## src/hw/rtl/kmi_pkg.sv

```systemverilog
// Shared types and constants for the keyframe matrix interpolator.
package kmi_pkg;

  localparam int unsigned MAX_KEYS_DEF = 16;
  localparam int unsigned ELEMS        = 16;
  localparam int unsigned ELEM_W       = 4;
  localparam int unsigned FRAC_W       = 16;
  localparam int unsigned DIV_STEPS    = FRAC_W + 1;
  localparam int unsigned STEP_W       = $clog2(DIV_STEPS);
  localparam int unsigned KCNT_W       = 5;

  typedef enum logic [1:0] {
    REQ_LOAD_TIME = 2'd0,
    REQ_LOAD_ELEM = 2'd1,
    REQ_QUERY     = 2'd2
  } req_type_e;

  typedef struct packed {
    req_type_e          req_type;
    logic [3:0]         key_index;
    logic [3:0]         element_index;
    logic signed [31:0] load_time;
    logic signed [31:0] load_value;
    logic signed [31:0] query_time;
  } req_t;

  typedef struct packed {
    logic [3:0]         out_index;
    logic signed [31:0] out_value;
    logic               last;
  } res_t;

  typedef struct packed {
    logic time_we;
    logic mat_we;
    logic cap_query;
    logic t1_load;
    logic t2_load;
    logic weight_zero;
    logic div_prep;
    logic div_init;
    logic div_step;
    logic elem_valid;
  } cmd_t;

  typedef struct packed {
    logic t_le_rd;
    logic t_ge_rd;
  } stat_t;

endpackage

```

## src/hw/rtl/kmi_ctrl.sv

```systemverilog
// Sequencer: segment search, divide steps and element issue.
module kmi_ctrl import kmi_pkg::*; #(
  parameter int unsigned MAX_KEYS = MAX_KEYS_DEF,
  parameter int unsigned KW       = $clog2(MAX_KEYS)
) (
  input  logic              clk_i,
  input  logic              rst_ni,
  input  logic              start_i,
  input  req_type_e         req_type_i,
  input  logic [3:0]        key_index_i,
  input  logic [KCNT_W-1:0] key_count_i,
  input  stat_t             stat_i,
  output logic              busy_o,
  output cmd_t              cmd_o,
  output logic [KW-1:0]     time_raddr_o,
  output logic [KW-1:0]     seg_prev_o,
  output logic [KW-1:0]     seg_key_o,
  output logic [ELEM_W-1:0] elem_idx_o
);

  typedef enum logic [3:0] {
    S_IDLE,
    S_CHK_FIRST,
    S_CHK_LAST,
    S_SCAN,
    S_DIV_PREP,
    S_DIV_INIT,
    S_DIV,
    S_EMIT
  } state_e;

  state_e              state_q, state_d;
  logic [KW-1:0]       i_q, i_d;
  logic [KW-1:0]       prev_q, prev_d;
  logic [KW-1:0]       key_q, key_d;
  logic [ELEM_W-1:0]   e_q, e_d;
  logic [STEP_W-1:0]   step_q, step_d;
  logic [KW-1:0]       last_key;
  logic                key_ok;
  logic                found;

  always_comb begin
    if (key_count_i == '0) begin
      last_key = '0;
    end else if (32'(key_count_i) > MAX_KEYS) begin
      last_key = KW'(MAX_KEYS - 1);
    end else begin
      last_key = KW'(key_count_i - KCNT_W'(1));
    end
  end

  assign key_ok = 32'(key_index_i) < MAX_KEYS;
  assign found  = stat_i.t_le_rd || (i_q == last_key);

  always_comb begin
    state_d      = state_q;
    i_d          = i_q;
    prev_d       = prev_q;
    key_d        = key_q;
    e_d          = e_q;
    step_d       = step_q;
    cmd_o        = '0;
    time_raddr_o = '0;
    unique case (state_q)
      S_IDLE: begin
        if (start_i) begin
          case (req_type_i)
            REQ_LOAD_TIME: cmd_o.time_we = key_ok;
            REQ_LOAD_ELEM: cmd_o.mat_we = key_ok;
            REQ_QUERY: begin
              cmd_o.cap_query = 1'b1;
              state_d         = S_CHK_FIRST;
            end
            default: ;
          endcase
        end
      end
      S_CHK_FIRST: begin
        time_raddr_o = last_key;
        if (stat_i.t_le_rd) begin
          prev_d            = '0;
          key_d             = '0;
          cmd_o.weight_zero = 1'b1;
          e_d               = '0;
          state_d           = S_EMIT;
        end else begin
          cmd_o.t1_load = 1'b1;
          state_d       = S_CHK_LAST;
        end
      end
      S_CHK_LAST: begin
        time_raddr_o = KW'(1);
        if (stat_i.t_ge_rd) begin
          prev_d            = last_key;
          key_d             = last_key;
          cmd_o.weight_zero = 1'b1;
          e_d               = '0;
          state_d           = S_EMIT;
        end else begin
          i_d     = KW'(1);
          state_d = S_SCAN;
        end
      end
      S_SCAN: begin
        time_raddr_o = i_q + KW'(1);
        if (found) begin
          cmd_o.t2_load = 1'b1;
          prev_d        = i_q - KW'(1);
          key_d         = i_q;
          state_d       = S_DIV_PREP;
        end else begin
          cmd_o.t1_load = 1'b1;
          i_d           = i_q + KW'(1);
        end
      end
      S_DIV_PREP: begin
        cmd_o.div_prep = 1'b1;
        state_d        = S_DIV_INIT;
      end
      S_DIV_INIT: begin
        cmd_o.div_init = 1'b1;
        step_d         = '0;
        state_d        = S_DIV;
      end
      S_DIV: begin
        cmd_o.div_step = 1'b1;
        step_d         = step_q + STEP_W'(1);
        if (step_q == STEP_W'(DIV_STEPS - 1)) begin
          e_d     = '0;
          state_d = S_EMIT;
        end
      end
      S_EMIT: begin
        cmd_o.elem_valid = 1'b1;
        e_d              = e_q + ELEM_W'(1);
        if (e_q == ELEM_W'(ELEMS - 1)) begin
          state_d = S_IDLE;
        end
      end
      default: state_d = S_IDLE;
    endcase
  end

  always_ff @(posedge clk_i or negedge rst_ni) begin
    if (!rst_ni) begin
      state_q <= S_IDLE;
      i_q     <= '0;
      prev_q  <= '0;
      key_q   <= '0;
      e_q     <= '0;
      step_q  <= '0;
    end else begin
      state_q <= state_d;
      i_q     <= i_d;
      prev_q  <= prev_d;
      key_q   <= key_d;
      e_q     <= e_d;
      step_q  <= step_d;
    end
  end

  assign busy_o     = state_q != S_IDLE;
  assign seg_prev_o = prev_q;
  assign seg_key_o  = key_q;
  assign elem_idx_o = e_q;

endmodule

```

## config.mk

```make
export PLATFORM = sky130hd
export DESIGN_NAME = kmi_ctrl
export DESIGN_NICKNAME = d
export VERILOG_FILES = /design/src/hw/rtl/kmi_pkg.sv /design/src/hw/rtl/kmi_ctrl.sv
export SDC_FILE = /design/constraint.sdc
export NUM_CORES = 1
export LEC_CHECK = 0
export ABC_AREA = 1
export CAP_MARGIN = 20
export CORE_UTILIZATION = 65
export DETAILED_ROUTE_END_ITERATION = 8
export DONT_BUFFER_PORTS = 1
export HOLD_SLACK_MARGIN = 0.15
export PLACE_DENSITY = 0.84
export SLEW_MARGIN = 5
export SYNTH_ARGS = -nofsm -noshare
export SYNTH_HDL_FRONTEND = slang
export SYNTH_SLANG_ARGS = --single-unit
```

## constraint.sdc

```tcl
create_clock -name clk_i -period 4.8 [get_ports clk_i]
set_input_delay 0.96 -clock clk_i [delete_from_list [all_inputs] [get_ports clk_i]]
set_output_delay 0.96 -clock clk_i [all_outputs]
set_load 0.005 [all_outputs]
```

==> reports/metrics.yaml <==
cts_buffer_depth: 2
fin_setup_tns_ns: 0
dp_hpwl_mm: 2.89
finalSetupViolations: 0
drive_above_1_share: 0.0717
yosys_warnings: 0
core_um2: 2320
syn-num-nets: 258
internal_power_w: 0.000475
drv_cap: 0
stdcell_area_um2: 1720
holdBufCountCts: 0
stdcell_count: 265
initial_core_util: 0.719
worstPathMaxFanout: 13
fin_worst_hold_slack_ns: 0.311
cts_made_buffers: 3
r2r_slack_ns: 2.95
grt_use_total: 0.295
rsz0062_at_grt: "no"
required_ns: 3.84
drt-total-wl_mm: 3.87
ys.flop_type: "dfrtp_1"
powerDensity_nw_per_um2: 555
row_count: 17
clk-insertion-delay-late_ns: 0.32
ir_worst_vdd_mv: 0.434
fin_crit_ns: 3.30
clock_power_share: 0.115
synthTopCellsByCount: "66 x nand2_1, 34 x inv_1, 24 x dfrtp_1"
async_reset_ff_frac: 1.00
cts-root-buf: "clkbuf_4"
met2_length_mm: 1.84
slew_violations: 0
outcome: "complete, no violations"
min_path_type: "in2async"
dp.cells: 261
finalClockSkew_ns: 0.00146
via_count: 1610
grt_max_degree: 25
die_y_um: 52.6
dr.max_layer_used: "met4"
yosysTopAreaCellShare: 0.360
power_frac_seq: 0.372
crit_path_max_incr_delay_ns: 0.24
synth.largest_area_cell: "dfrtp_1"
antenna_left: 0
diodes: 0
antenna_found_initial: 0
dieArea_um2: 2770
period_share: 0.688
postPlaceCellArea_um2: 1690
cts.htree.levels: 1
yosysSeqAreaShare: 0.360
post_cts.repair.setup_buffers: 0
drc: 0
syn_area_um2: 1670
clkTransAtPathRegs_ns: 0.14
place_congestion: 0.945
die_x_um: 52.6
rr_startpoint: "state_q[2]"
cts_tree: "yes"
drtIter0Drc: 93
path_common_cell: "nand2_1"
power_switching_w: 0.000480
avgSynthCellArea_um2: 7.09
wl_met1_mm: 1.69
end_kind: "primary output"
max_freq_ghz: 0.303
leakage_nw: 0.906
yosysMostFrequentCell: "nand2_1"
grt_pass1_vias: 1411
syn2layout_area_growth_pct: 3.30
cts.sinks: 24
cp_cell_sequence: "inv_1 -> ha_1 -> nand2_1 -> nand2_2 -> nand2_1 -> nand2_1 -> nand2_1 -> nand2_1 -> inv_1 -> nand3_2 -> nand3_2 -> nand2_1"
combPwrFrac: 0.512
crit_slowest_cell: "ha_1"
critPathArrivalTime_ns: 2.34
grt_pass1_wl_mm: 6.00
synth_area_leaders: "dfrtp_1 36%, nand2_1 15%, inv_1 7.7%"
worstMarginPinSlew_ns: 0.539
ys_ff_latch: 24
finalNetCount: 261
relSlewSlack: 0.640
numPortBuffers: 0
first_pass_iters: 6
dr_wl_met3_um: 309
ys_types: 31
r2r_end: "elem_idx_o[2]"
grt_overflow: 0
switching_share: 0.502
synth_edf_count: 0
hold_viol: 0
startpoint_type: "primary input"
r2r_cells: 8
ios: 43
vias_per_cell: 6.08
cts_resized: 0
path_class: "in2out"
wl_per_cell_um: 14.6
synth_cells: 235
[logic make-up after synthesis]
logic type	after synthesis	share of synthesized area
compound gates	36	0.123
xor+xnor	3	0.0158
fa+ha+maj	7	0.0526
buf+inv	38	0.0908
flops	24	0.360
simple gates	127	0.357
[registers in the layout, indices dropped and copies added, names as in the netlist]
signal	count
seg_key_o	4
elem_idx_o	4
i_q	4
step_q	5
seg_prev_o	4
state_q	3
[power by group through the flow]
stage / Combinational (W) / Clock, W / Sequential, W
floorplan: 0.000390 / 0 / 0.000338
global placement: 0.000453 / 0 / 0.000352
detailed placement: 0.000479 / 0 / 0.000358
CTS: 0.000482 / 0.000111 / 0.000355
global route: 0.000550 / 0.000121 / 0.000367
finish: 0.000489 / 0.000110 / 0.000356
[how the worst max path moves through the flow]
stage                        start        to  slack [ns]
floorplan           key_count_i[0]  cmd_o[6]        1.75
global placement    key_count_i[0]  cmd_o[6]        1.59
detailed placement  key_count_i[0]  cmd_o[6]        1.53
CTS                 key_count_i[0]  cmd_o[6]        1.53
global route        key_count_i[0]  cmd_o[6]        1.39
finish              key_count_i[0]  cmd_o[6]        1.50
[critical path, delay by kind of cell]
family	cells	cell delay [ns]
adders and majority gates	1	0.24
buffers and inverters	2	0.13
and+or+nand+nor	9	1.01
[through the flow]
stage                      util  total power [W]  setup slack [ns]
after floorplan               -         0.000728              1.75
after detailed placement  0.727         0.000837              1.53
after global placement    0.727         0.000805              1.59
after global routing      0.743          0.00104              1.39
final                     0.743         0.000955              1.50
after CTS                 0.743         0.000947              1.53
[layout make-up]
| class | instances | area (µm²) |
|---|---|---|
| inverters | 36 | 135 |
| flip-flops and latches | 24 | 601 |
| fillers | 184 | 597 |
| well taps | 28 | 35.0 |
| clock buffers | 4 | 36.3 |
| multi-input cells | 173 | 915 |
[routing by layer]
metal	vias up	global-route usage
met5	-	0
met4	0	0.0746
met3	7	0.0667
met2	78	0.489
met1	750	0.384
li1	775	-
[cells in the final DEF, fill, tap and decap left out, types with 4 or more instances in the layout]
master | netlist | layout
nand2_1 | 66 | 66
inv_1 | 34 | 34
o21ai_1 | 6 | 6
ha_1 | 7 | 7
nor2_1 | 16 | 16
nand2_2 | 4 | 4
a21oi_1 | 6 | 6
o21ai_0 | 14 | 14
nand4_1 | 10 | 10
dfrtp_1 | 24 | 24
nand3_1 | 19 | 19
Power figures use the tool's default switching activity.
